[config.mk]
export PLATFORM = sky130hd
export DESIGN_NAME = ssps_fifo
export DESIGN_NICKNAME = d
export VERILOG_FILES = /design/src/sv/ssps_fifo.sv
export SDC_FILE = /design/constraint.sdc
export NUM_CORES = 1
export LEC_CHECK = 0
export BUFFER_PORTS_ARGS = -buffer_cell sky130_fd_sc_hd__clkbuf_2
export CAP_MARGIN = 20
export CORE_MARGIN = 2
export CORE_UTILIZATION = 45
export CTS_CLUSTER_SIZE = 24
export DETAILED_ROUTE_END_ITERATION = 10
export SKIP_LAST_GASP = 1
export SLEW_MARGIN = 20
export SYNTH_ARGS = -nofsm -noshare
export SYNTH_HDL_FRONTEND = slang
export SYNTH_SLANG_ARGS = --single-unit
[constraint.sdc]
create_clock -name i_clk -period 2.7 [get_ports i_clk]
set_clock_uncertainty 0.2 [all_clocks]
set_input_delay 0.405 -clock i_clk [delete_from_list [all_inputs] [get_ports i_clk]]
set_output_delay 0.405 -clock i_clk [all_outputs]
set_load 0.005 [all_outputs]
[src/sv/ssps_fifo.sv]
// Small synchronous FIFO in flip-flops; writer guarantees no overflow.
// Depends on nothing.
module ssps_fifo #(
    parameter int WIDTH = 8,
    parameter int DEPTH = 4
) (
    input  logic             i_clk,
    input  logic             i_rst_n,
    input  logic             i_push,
    input  logic [WIDTH-1:0] i_data,
    input  logic             i_pop,
    output logic             o_empty,
    output logic [WIDTH-1:0] o_data
);
    localparam int PW = (DEPTH > 1) ? $clog2(DEPTH) : 1;
    localparam int CW = $clog2(DEPTH + 1);

    logic [WIDTH-1:0] r_mem [DEPTH];
    logic [PW-1:0]    r_wr, r_rd;
    logic [CW-1:0]    r_cnt;
    logic             do_pop;

    assign do_pop  = i_pop && !o_empty;
    assign o_empty = (r_cnt == '0);
    assign o_data  = r_mem[r_rd];

    always_ff @(posedge i_clk) begin
        if (i_push) begin
            r_mem[r_wr] <= i_data;
        end
    end

    always_ff @(posedge i_clk) begin
        if (!i_rst_n) begin
            r_wr  <= '0;
            r_rd  <= '0;
            r_cnt <= '0;
        end else begin
            if (i_push) begin
                r_wr <= (r_wr == PW'(DEPTH - 1)) ? '0 : r_wr + 1'b1;
            end
            if (do_pop) begin
                r_rd <= (r_rd == PW'(DEPTH - 1)) ? '0 : r_rd + 1'b1;
            end
            case ({i_push, do_pop})
                2'b10:   r_cnt <= r_cnt + 1'b1;
                2'b01:   r_cnt <= r_cnt - 1'b1;
                default: r_cnt <= r_cnt;
            endcase
        end
    end
endmodule

==> run metrics <==
YS warnings 0; drt via density 4.91; post-synthesis async set-or-reset flop share 0%; first-pass GRT wire length 3860 um; Max Fanout on Critical Path 8; post-CTS clock slew at the launch and capture registers of the worst setup and hold paths 0.11 ns; most instantiated library cell after synthesis sky130_fd_sc_hd__edfxtp_1; # setup viols final 0; number of levels the H-tree was split into 2; filler cell count in the final layout 303; Peak VDD IR slightly above 0.0004 V; Clock Tree Root sky130_fd_sc_hd__clkbuf_4; top post-synthesis cells by count sky130_fd_sc_hd__edfxtp_1 (32), sky130_fd_sc_hd__dfxtp_1 (9), sky130_fd_sc_hd__mux4_2 (8); cell taking the most area after synthesis sky130_fd_sc_hd__edfxtp_1; area used by multi-input combinational logic around 440 um^2; crit path kind reg2out; wire length reported by the detailed router around 2300 um; effective utilization at floorplan a little under half; antenna-violating nets left 0; fraction of synthesized cell area taken by the top area cell type 59.1%; outcome completed; dominant cells by area after synthesis sky130_fd_sc_hd__edfxtp_1 (59%), sky130_fd_sc_hd__dfxtp_1 (11%), sky130_fd_sc_hd__mux4_2 (11%); max_slew headroom 62.5%; busiest layer in global routing met2; final total negative setup slack 0 ns; netlist area before placement 1630 um^2; 1st-iter DRT viols 6; RSZ-0062 raised after global routing false; number of antenna violations at the first check in global routing 0; # resized after CTS 0; number of storage elements in the synthesis netlist 41; DRC Markers 0; global route total overflow 0; Post-synth EDFFs 32; worst setup slack after placement 0.526 ns; chip width 64.1 um; hold path depth 1; number of sinks on the clock net 41; worst reg-to-reg setup slack about 0.6 ns; CTS Buffer Depth 2; Antenna diodes 0; via count of the first global-routing pass 851; height of the die 64.1 um; vias after detailed routing 805; per-instance average area after synthesis 17.7 um^2; number of cells on the worst reg-to-reg path 8; startpoint class of the critical path flop; number of max-slew violations in the final report 0; final worst path period share 87.0%; met2 track demand over resource in global routing 21.2%; clock insertion delay at the later pin of the skew report 0.33 ns; global-route met1 utilization roughly 16%; max-cap viol count 0; drt wl/cell ~14 um; number of iterations in the first detailed-routing pass 4; total routing usage reported by global routing roughly an eighth; count of input and output buffers 20; number of nets in the final layout around 140; Seq. cell area between 1000 and 1500 um^2; fraction of final layout cells sized beyond drive strength 1 between 30% and 40%; number of buffers created by CTS 5; final hold violations 0; area of the die 4110 um^2; number of placement rows 21; minimum clock period after layout 2.35 ns; areal power density over the cells 809 nW/um^2; synthesized net count 111; library cells used by synthesis 23; capturing element type of the critical path primary output; primary flip-flop cell chosen by synthesis mapping sky130_fd_sc_hd__edfxtp_1; TritonCTS clock tree yes; static power due to leakage 0.669 nW; Synth Instances 92; endpoint required time on the critical path ~2.1 ns; final weighted congestion in routability-driven placement 0.656; area of the placeable core 3420 um^2; data arrival time of the worst path 1.74 ns; largest net degree at the start of global routing 13; HPWL after detailed placement 1630 um; # Post-CTS Setup Buffers 0; number of hold buffers added after cts 0; overall power 0.00150 W; hold crit path type in2reg; area growth from synthesis to final layout 13.9%; number of top-level pins 21; Worst Max-Slew Pin Slew 0.562 ns; maximum operating frequency 426 MHz; crit path setup slack, layout 0.352 ns; global routing met3 resource utilization roughly 4.8%; share of the yosys chip area belonging to registers a little over two thirds
[metal layers]
layer | routed length (um) | share of wire, %
met1 | 1060 | 46
met2 | 1130 | 48
met3 | 102 | 4.4
met4 | 38 | 1.6
met5 | 0 | 0
[flip-flops by register name, indices dropped and copies added, names as in the netlist, named ones only]
register	flops
r_mem	32
r_cnt	3
r_rd	2
r_wr	2
[report_power, final]
group          leakage [nW]  total, W  internal (W)  switching (W)
clock                0.0455  0.000403      0.000221       0.000182
sequential            0.368  0.000806      0.000736      0.0000695
combinational         0.256  0.000289      0.000170       0.000120
[worst paths after layout]
kind                           end                  start
min          r_mem[0][5]$_DFFE_PP_              i_data[5]
min reg2reg  r_cnt[2]$_SDFFE_PN0P_  r_cnt[2]$_SDFFE_PN0P_
max reg2reg  r_cnt[2]$_SDFFE_PN0P_  r_cnt[0]$_SDFFE_PN0P_
max                      o_data[0]                   flop
[cell usage in the layout (no fill, tap or decap), drive strengths merged]
master and n:
and2 6, nand2 3, o21ai 4, or3 1, o31ai 1, xor2 1, clkbuf 27, nor2b 2
inv 7, mux2i 1, nand3 2, nor3b 1, ha 6, a21oi 1, bufinv 1, nor2 1
nor3 1, xnor2 1, mux4 8, dfxtp 9, fa 1, edfxtp 32, a21boi 1
[layout make-up]
| type | instances | share of cell area [%] |
|---|---|---|
| Timing Repair Buffer | 20 | 5.41 |
| Tap cell | 46 | 3.11 |
| Multi-Input combinational cell | 42 | 23.9 |
| Clock inverter | 1 | 1.62 |
| Inverter | 7 | 1.42 |
| Clock buffer | 7 | 2.97 |
| Sequential cell | 41 | 61.6 |
[worst max-delay path, cell delays in order, from the launching register on]
cell                       delay, ns
sky130_fd_sc_hd__dfxtp_1        0.69
sky130_fd_sc_hd__mux4_2         0.59
sky130_fd_sc_hd__clkbuf_2       0.13
[cells by family after synthesis]
family	Yosys count	share of synthesized area [%]
xor gates and xnor gates	2	1.08
adders and majority gates	7	5.85
muxes	9	11.7
buffers and inverters	9	2.62
and+or+nand+nor	17	5.77
AOI/OAI and AO/OA	7	2.77
DFF	41	70.2
[per-stage QoR]
step           utilization, %  cell area (um^2)  hold WS (ns)  instances
3_5_place_dp             51.7              1770         0.321        156
6_report                 54.2              1850        0.0821        164
3_3_place_gp             51.7              1770         0.303        156
2_1_floorplan               -              1630         0.278         92
5_1_grt                  54.2              1850        0.0682        164
4_1_cts                  54.2              1850        0.0689        164
Note: power is estimated with default switching activity, not from simulation.
