--- src/sv/ssps_pkg.sv ---
// Shared types and constants for the starfield projection/shading block.
// No dependencies; the front, back, top level and testbench import this package.
package ssps_pkg;

    localparam int FRAME_MAX_DEF = 4096;

    // Register reset values and register indexes (paddr[2])
    localparam logic [12:0] FRAME_WIDTH_RST  = 13'd800;
    localparam logic [12:0] FRAME_HEIGHT_RST = 13'd480;
    localparam logic        REG_FRAME_WIDTH  = 1'b0;
    localparam logic        REG_FRAME_HEIGHT = 1'b1;

    // Depth thresholds (Q16)
    localparam logic [16:0] NEAR_BOUND  = 17'd655;
    localparam logic [16:0] COLOR_BOUND = 17'd22937;
    localparam logic [16:0] SIZE2_BOUND = 17'd49315;
    localparam logic [16:0] SIZE3_BOUND = 17'd16875;

    // floor(p/33) = (p * RECIP33) >> 34 for p < 2^28
    localparam logic [29:0] RECIP33     = 30'd520602097;
    // floor(x/1785) = (x * RECIP1785) >> 30 for x < 2^19
    localparam logic [19:0] RECIP1785   = 20'd601537;

    localparam logic [25:0] BRIGHT_TOP  = 26'd16711680;  // 255 * 65536
    localparam logic [17:0] MIX_DEN     = 18'd229376;

    localparam int DEN_W     = 20;   // bits of 6*depth
    localparam int MID_DEPTH = 8;    // front-to-back queue entries

    typedef struct packed {
        logic signed [15:0] dx;
        logic signed [15:0] dy;
        logic [16:0]        z;
        logic [7:0]         tr;
        logic [7:0]         tg;
        logic [7:0]         tb;
    } t_stage;

    typedef struct packed {
        logic [16:0] nz;
        logic        recycle;
        logic [7:0]  tr;
        logic [7:0]  tg;
        logic [7:0]  tb;
    } t_star;

    typedef struct packed {
        logic [16:0] new_depth;
        logic        recycle;
        logic [11:0] screen_x;
        logic [11:0] screen_y;
        logic [1:0]  dot_size;
        logic [7:0]  red;
        logic [7:0]  green;
        logic [7:0]  blue;
    } t_result;

endpackage

--- src/sv/ssps_front.sv ---
// Front pipeline: depth update, near/off-frame classification, division operands.
// Depends on ssps_pkg; feeds the middle queue, holds its credit count.
module ssps_front import ssps_pkg::*; #(
    parameter int FRAME_MAX = FRAME_MAX_DEF,
    localparam int WB = $clog2(FRAME_MAX + 1),
    localparam int NB = WB + DEN_W
) (
    input  logic               i_clk,
    input  logic               i_rst_n,
    input  logic               i_push,
    output logic               o_full,
    input  logic signed [15:0] i_dir_x,
    input  logic signed [15:0] i_dir_y,
    input  logic [16:0]        i_depth,
    input  logic [11:0]        i_speed,
    input  logic [7:0]         i_tint_red,
    input  logic [7:0]         i_tint_green,
    input  logic [7:0]         i_tint_blue,
    input  logic [15:0]        i_elapsed_ms,
    input  logic [WB-1:0]      i_frame_w,
    input  logic [WB-1:0]      i_frame_h,
    input  logic               i_q_pop,
    output logic               o_q_push,
    output logic [NB-1:0]      o_q_numx,
    output logic [NB-1:0]      o_q_numy,
    output t_star              o_q_star
);
    localparam int CRW = $clog2(MID_DEPTH + 1);
    localparam int SB  = WB + DEN_W + 2;

    logic [CRW-1:0] r_cred, n_cred;
    logic           accept;
    logic [4:0]     r_vld;
    t_stage         r_c [1:4];

    logic [27:0]    r_prod1;
    logic [57:0]    dec_prod;
    logic [23:0]    r_dec2;
    logic [16:0]    nz3;

    logic signed [20:0]    tx4;
    logic signed [20:0]    r_tx4;
    logic [WB+16:0]        r_hn4;
    logic signed [WB+16:0] r_dw4;
    logic                  r_near4;

    logic signed [SB-1:0] hn_s, dw_s, numy5;
    logic [NB-1:0]        hden5;
    logic [DEN_W-1:0]     six5;
    logic                 offx5, offy5;

    logic [NB-1:0] r_numx5, r_numy5;
    t_star         r_star5;

    assign accept = i_push && !o_full;
    assign o_full = (r_cred == CRW'(MID_DEPTH));

    // Credits cover items in flight here plus items sitting in the queue
    always_comb begin
        case ({accept, i_q_pop})
            2'b10:   n_cred = r_cred + 1'b1;
            2'b01:   n_cred = r_cred - 1'b1;
            default: n_cred = r_cred;
        endcase
    end

    always_ff @(posedge i_clk) begin
        if (!i_rst_n) begin
            r_cred <= '0;
            r_vld  <= '0;
        end else begin
            r_cred <= n_cred;
            r_vld  <= {r_vld[3:0], accept};
        end
    end

    assign dec_prod = 58'(r_prod1) * 58'(RECIP33);
    assign nz3 = ({7'b0, r_c[2].z} > r_dec2) ? (r_c[2].z - r_dec2[16:0]) : '0;
    assign tx4 = $signed({3'b0, r_c[3].z, 1'b0}) + $signed({4'b0, r_c[3].z})
               + $signed({{3{r_c[3].dx[15]}}, r_c[3].dx, 2'b00});

    always_ff @(posedge i_clk) begin
        // stage 1: capture, speed * time
        r_prod1    <= 28'(i_speed) * 28'(i_elapsed_ms);
        r_c[1].dx  <= i_dir_x;
        r_c[1].dy  <= i_dir_y;
        r_c[1].z   <= i_depth;
        r_c[1].tr  <= i_tint_red;
        r_c[1].tg  <= i_tint_green;
        r_c[1].tb  <= i_tint_blue;
        // stage 2: divide by 33
        r_dec2     <= dec_prod[57:34];
        r_c[2]     <= r_c[1];
        // stage 3: saturating depth update
        r_c[3].dx  <= r_c[2].dx;
        r_c[3].dy  <= r_c[2].dy;
        r_c[3].z   <= nz3;
        r_c[3].tr  <= r_c[2].tr;
        r_c[3].tg  <= r_c[2].tg;
        r_c[3].tb  <= r_c[2].tb;
        // stage 4: projection products
        r_c[4]     <= r_c[3];
        r_tx4      <= tx4;
        r_hn4      <= (WB+17)'(i_frame_h) * (WB+17)'(r_c[3].z);
        r_dw4      <= (WB+17)'(r_c[3].dy) * (WB+17)'($signed({1'b0, i_frame_w}));
        r_near4    <= (r_c[3].z <= NEAR_BOUND);
    end

    always_comb begin
        hn_s  = $signed(SB'(r_hn4));
        dw_s  = SB'(r_dw4);
        numy5 = hn_s + (hn_s <<< 1) + (dw_s <<< 2);
        hden5 = NB'({r_hn4, 2'b00}) + NB'({r_hn4, 1'b0});
        six5  = DEN_W'({r_c[4].z, 2'b00}) + DEN_W'({r_c[4].z, 1'b0});
        offx5 = (i_frame_w == '0) || r_tx4[20] || (r_tx4[19:0] >= six5);
        offy5 = numy5[SB-1] || (numy5 >= $signed(SB'(hden5)));
    end

    always_ff @(posedge i_clk) begin
        // stage 5: classify, x numerator
        r_numx5         <= NB'(i_frame_w) * NB'(r_tx4[19:0]);
        r_numy5         <= NB'(numy5);
        r_star5.nz      <= r_c[4].z;
        r_star5.recycle <= r_near4 || offx5 || offy5;
        r_star5.tr      <= r_c[4].tr;
        r_star5.tg      <= r_c[4].tg;
        r_star5.tb      <= r_c[4].tb;
    end

    assign o_q_push = r_vld[4];
    assign o_q_numx = r_numx5;
    assign o_q_numy = r_numy5;
    assign o_q_star = r_star5;
endmodule

--- config.mk ---
export PLATFORM = sky130hd
export DESIGN_NAME = ssps_front
export DESIGN_NICKNAME = d
export VERILOG_FILES = /design/src/sv/ssps_pkg.sv /design/src/sv/ssps_front.sv
export SDC_FILE = /design/constraint.sdc
export NUM_CORES = 2
export LEC_CHECK = 0
export ABC_CLOCK_PERIOD_IN_PS = 9750
export BUFFER_PORTS_ARGS = -buffer_cell sky130_fd_sc_hd__buf_2
export CORE_MARGIN = 2
export CORE_UTILIZATION = 40
export CTS_CLUSTER_DIAMETER = 150
export CTS_CLUSTER_SIZE = 28
export DETAILED_ROUTE_END_ITERATION = 16
export PLACE_DENSITY_LB_ADDON = 0.08
export SKIP_LAST_GASP = 1
export SYNTH_ARGS = -nofsm -noshare
export SYNTH_HDL_FRONTEND = slang
export SYNTH_SLANG_ARGS = --single-unit
--- constraint.sdc ---
create_clock -name i_clk -period 9.75 [get_ports i_clk]
set_clock_uncertainty 0.2 [all_clocks]
set_input_delay 1.4625 -clock i_clk [delete_from_list [all_inputs] [get_ports i_clk]]
set_output_delay 1.4625 -clock i_clk [all_outputs]
set_load 0.01 [all_outputs]
==> flow_summary.toml <==
[clocking]
hold_buffers = 0
clock_latency_ps = 640
cts.path.max_buffers = 3
cts_setup_buffers = 0
clkTransAtPathRegs_ps = 100
cts_tree = "built"
clock_sinks = 509
cts_made_buffers = 27
htree_levels = 1
cts_root_buf = "clkbuf_16"
cts.repair.resized = 0

[global_routing]
grtUsageTotal_pct = 19.7
grt_pass1_vias = 40500
grt_max_degree = 38
grt_pass1_wl_mm = 220
antenna_found_initial = 14
overflow = 0

[setup_path]
path_buf_inv = 5
cp_cell_sequence = "fa_1 -> inv_1 -> fa_1 -> inv_1 -> fa_1 -> fa_1 -> fa_1 -> inv_1 -> fa_1 -> fa_1 -> inv_1 -> ha_1 -> a21oi_1 -> o21ai_1 -> o41ai_1 -> inv_1 -> a2111oi_4 -> o32ai_2 -> a41oi_1 -> a21oi_1 -> a21oi_1 -> xnor2_1"
path_max_fanout = 6
cpPeakStageDelay_ps = 660
cp.required_ps = 10130
cp.arrival_ps = 7850
cp_slowest_cell = "fa_1"
critical-path-top-delay-family = "adder cells"
path_class = "reg2reg"
critPathCaptureType = "register"
cp_common_cell = "fa_1"
cp-start-kind = "register"

[synthesis]
synthesis.area_sq_um = 55800
syn_avg_cell_area_sq_um = 9.65
synthesis.instances = 5784
ys_types = 85
synth_top_area_share_pct = 32.8
synth-seq-cells = 509
ys_seq_area_share_pct = 18.3
async_flop_share_pct = 0
yosys_most_used_dff = "dfxtp_1"
synthTopCellsByArea = "fa_1, dfxtp_1, ha_1"
yosysWarnings = 0
synth_edf_count = 0
synth_top_area_cell = "fa_1"
synth_nets = 7552

[floorplanning]
start_util_pct = 40.2
core-area_sq_um = 139000
io_pins = 241
die_x_um = 378
fp.dieH_um = 378
die_area_sq_um = 143000
fp-row-count = 137

[sta]
slew_violations = 0
finalCritPeriodShare_pct = 76.6
relSlewSlack_pct = 30.4
period_needed_ps = 7470
grt_setup_unrepaired = "no"
setup_viol = 0
tns_ps = 0
fmax_mhz = 134
tightest_slew_ps = 1040
hold_viol_final = 0

[cells_and_area]
layout_common_cells = "inv_1, fa_1, ha_1, nand2_1, dfxtp_1"
nets = 7692
area_growth_pct = 7.29
layout_commonest_cell = "inv_1"
drive_gt1_share_pct = 5.78

[detailed_routing]
final_antenna_net_count = 0
drtPass1Iterations = 5
drtIter0Drc = 1492
totalWireLength_mm = 137
drcViolationCount = 0
vias_per_cell = 4.84
wire_per_inst_um = 17.6
vias = 37800

[placement]
place.gp.congestion = 0.871
io_buffers = 240
place_hpwl_mm = 116

[flow_run]
cap_violations = 0

[worst_hold_path]
hold_class = "reg2reg"

[run_status]
outcome = "complete, no violations"
cell usage after synthesis, types with 12 or more instances:
master    instances
nand4_1          25
a21oi_1         212
a31oi_1          18
clkbuf_1        153
nor2_1          136
nor3_1           52
o21bai_1         49
nand2_1         636
nand2b_1         27
dfxtp_1         509
o21ai_0          97
o21a_1           28
xor2_1           62
nor2b_1          27
a21o_1           83
nand3_1          39
ha_1            723
o21ai_1          27
and2_1          377
xnor2_1         181
nor4_1           12
inv_1          1184
and3_1           20
fa_1            914
a211oi_1         26
metal layers:
metal	wire length (um)	global-route usage, %	share of wire (%)	vias to the layer above
met1	57800	24.3	42	18900
li1	-	-	-	18200
met3	4680	2.05	3.4	143
met2	71000	36.5	52	548
met4	3710	4.97	2.7	8
met5	49	0	0.036	-
cell type report:
| cell class | count | area (sq um) |
|---|---|---|
| diodes | 5 | 12.5 |
| clock buffers | 28 | 689 |
| clock inverters | 11 | 204 |
| fillers | 13900 | 79100 |
| inverters | 1184 | 4440 |
| multi-input cells | 3935 | 40600 |
| flip-flops and latches | 509 | 10200 |
| well taps | 1876 | 2350 |
| repair buffers | 267 | 1400 |
worst paths after layout:
kind,startpoint,endpoint,slack (ps),cells past startpoint
max reg2reg,r_prod1[25],r_dec2[22],2280,22
max,r_prod1[25],r_dec2[22],2280,22
min reg2reg,r_c[0][227],r_c[0][300],120,0
min,r_c[0][227],r_c[0][300],120,0
worst reg2reg max path, stage by stage, from the launching register on:
cell	delay, ps
dfxtp_1	420
fa_1	660
inv_1	110
fa_1	510
inv_1	50
fa_1	620
fa_1	520
fa_1	510
inv_1	50
fa_1	450
fa_1	490
inv_1	40
ha_1	310
a21oi_1	150
o21ai_1	110
o41ai_1	480
inv_1	150
a2111oi_4	560
o32ai_2	220
a41oi_1	330
a21oi_1	150
a21oi_1	190
xnor2_1	130
kinds of logic (layout without fill, tap and decap cells):
family                   Yosys count  in the layout  share of synthesized area [%]
other                              0              5                              0
AO/OA/AOI/OAI                    656            656                           7.79
buffers and inverters           1340           1490                           9.02
multiplexers                       5              5                         0.0897
XOR/XNOR                         244            244                           3.84
flip-flops                       509            509                           18.3
adder cells (fa/ha/maj)         1637           1637                           49.0
AND/OR/NAND/NOR                 1393           1393                           12.0
flip-flops by register name (all words and copies together) (netlist names), 21 cells and up:
signal,cells
r_dw4,30
o_q_numy,33
r_hn4,30
r_prod1,28
o_q_numx,33
r_tx4,21
r_c,259
o_q_star,42
r_dec2,23
metrics by stage:
stage	util, %	setup WS (ps)	instance area, sq um	instances	hold WS, ps
6_report	43.1	2280	59900	7815	122
5_1_grt	43.1	1910	59900	7810	123
4_1_cts	43.1	2210	59900	7810	120
3_5_place_dp	42.4	1650	59000	7771	112
3_3_place_gp	42.4	1720	59000	7771	110
2_1_floorplan	-	2230	55800	5784	110
Power is left out: the tool's default activity adds up to more than one toggle a clock period on the data nets, which glitch-free logic cannot reach.
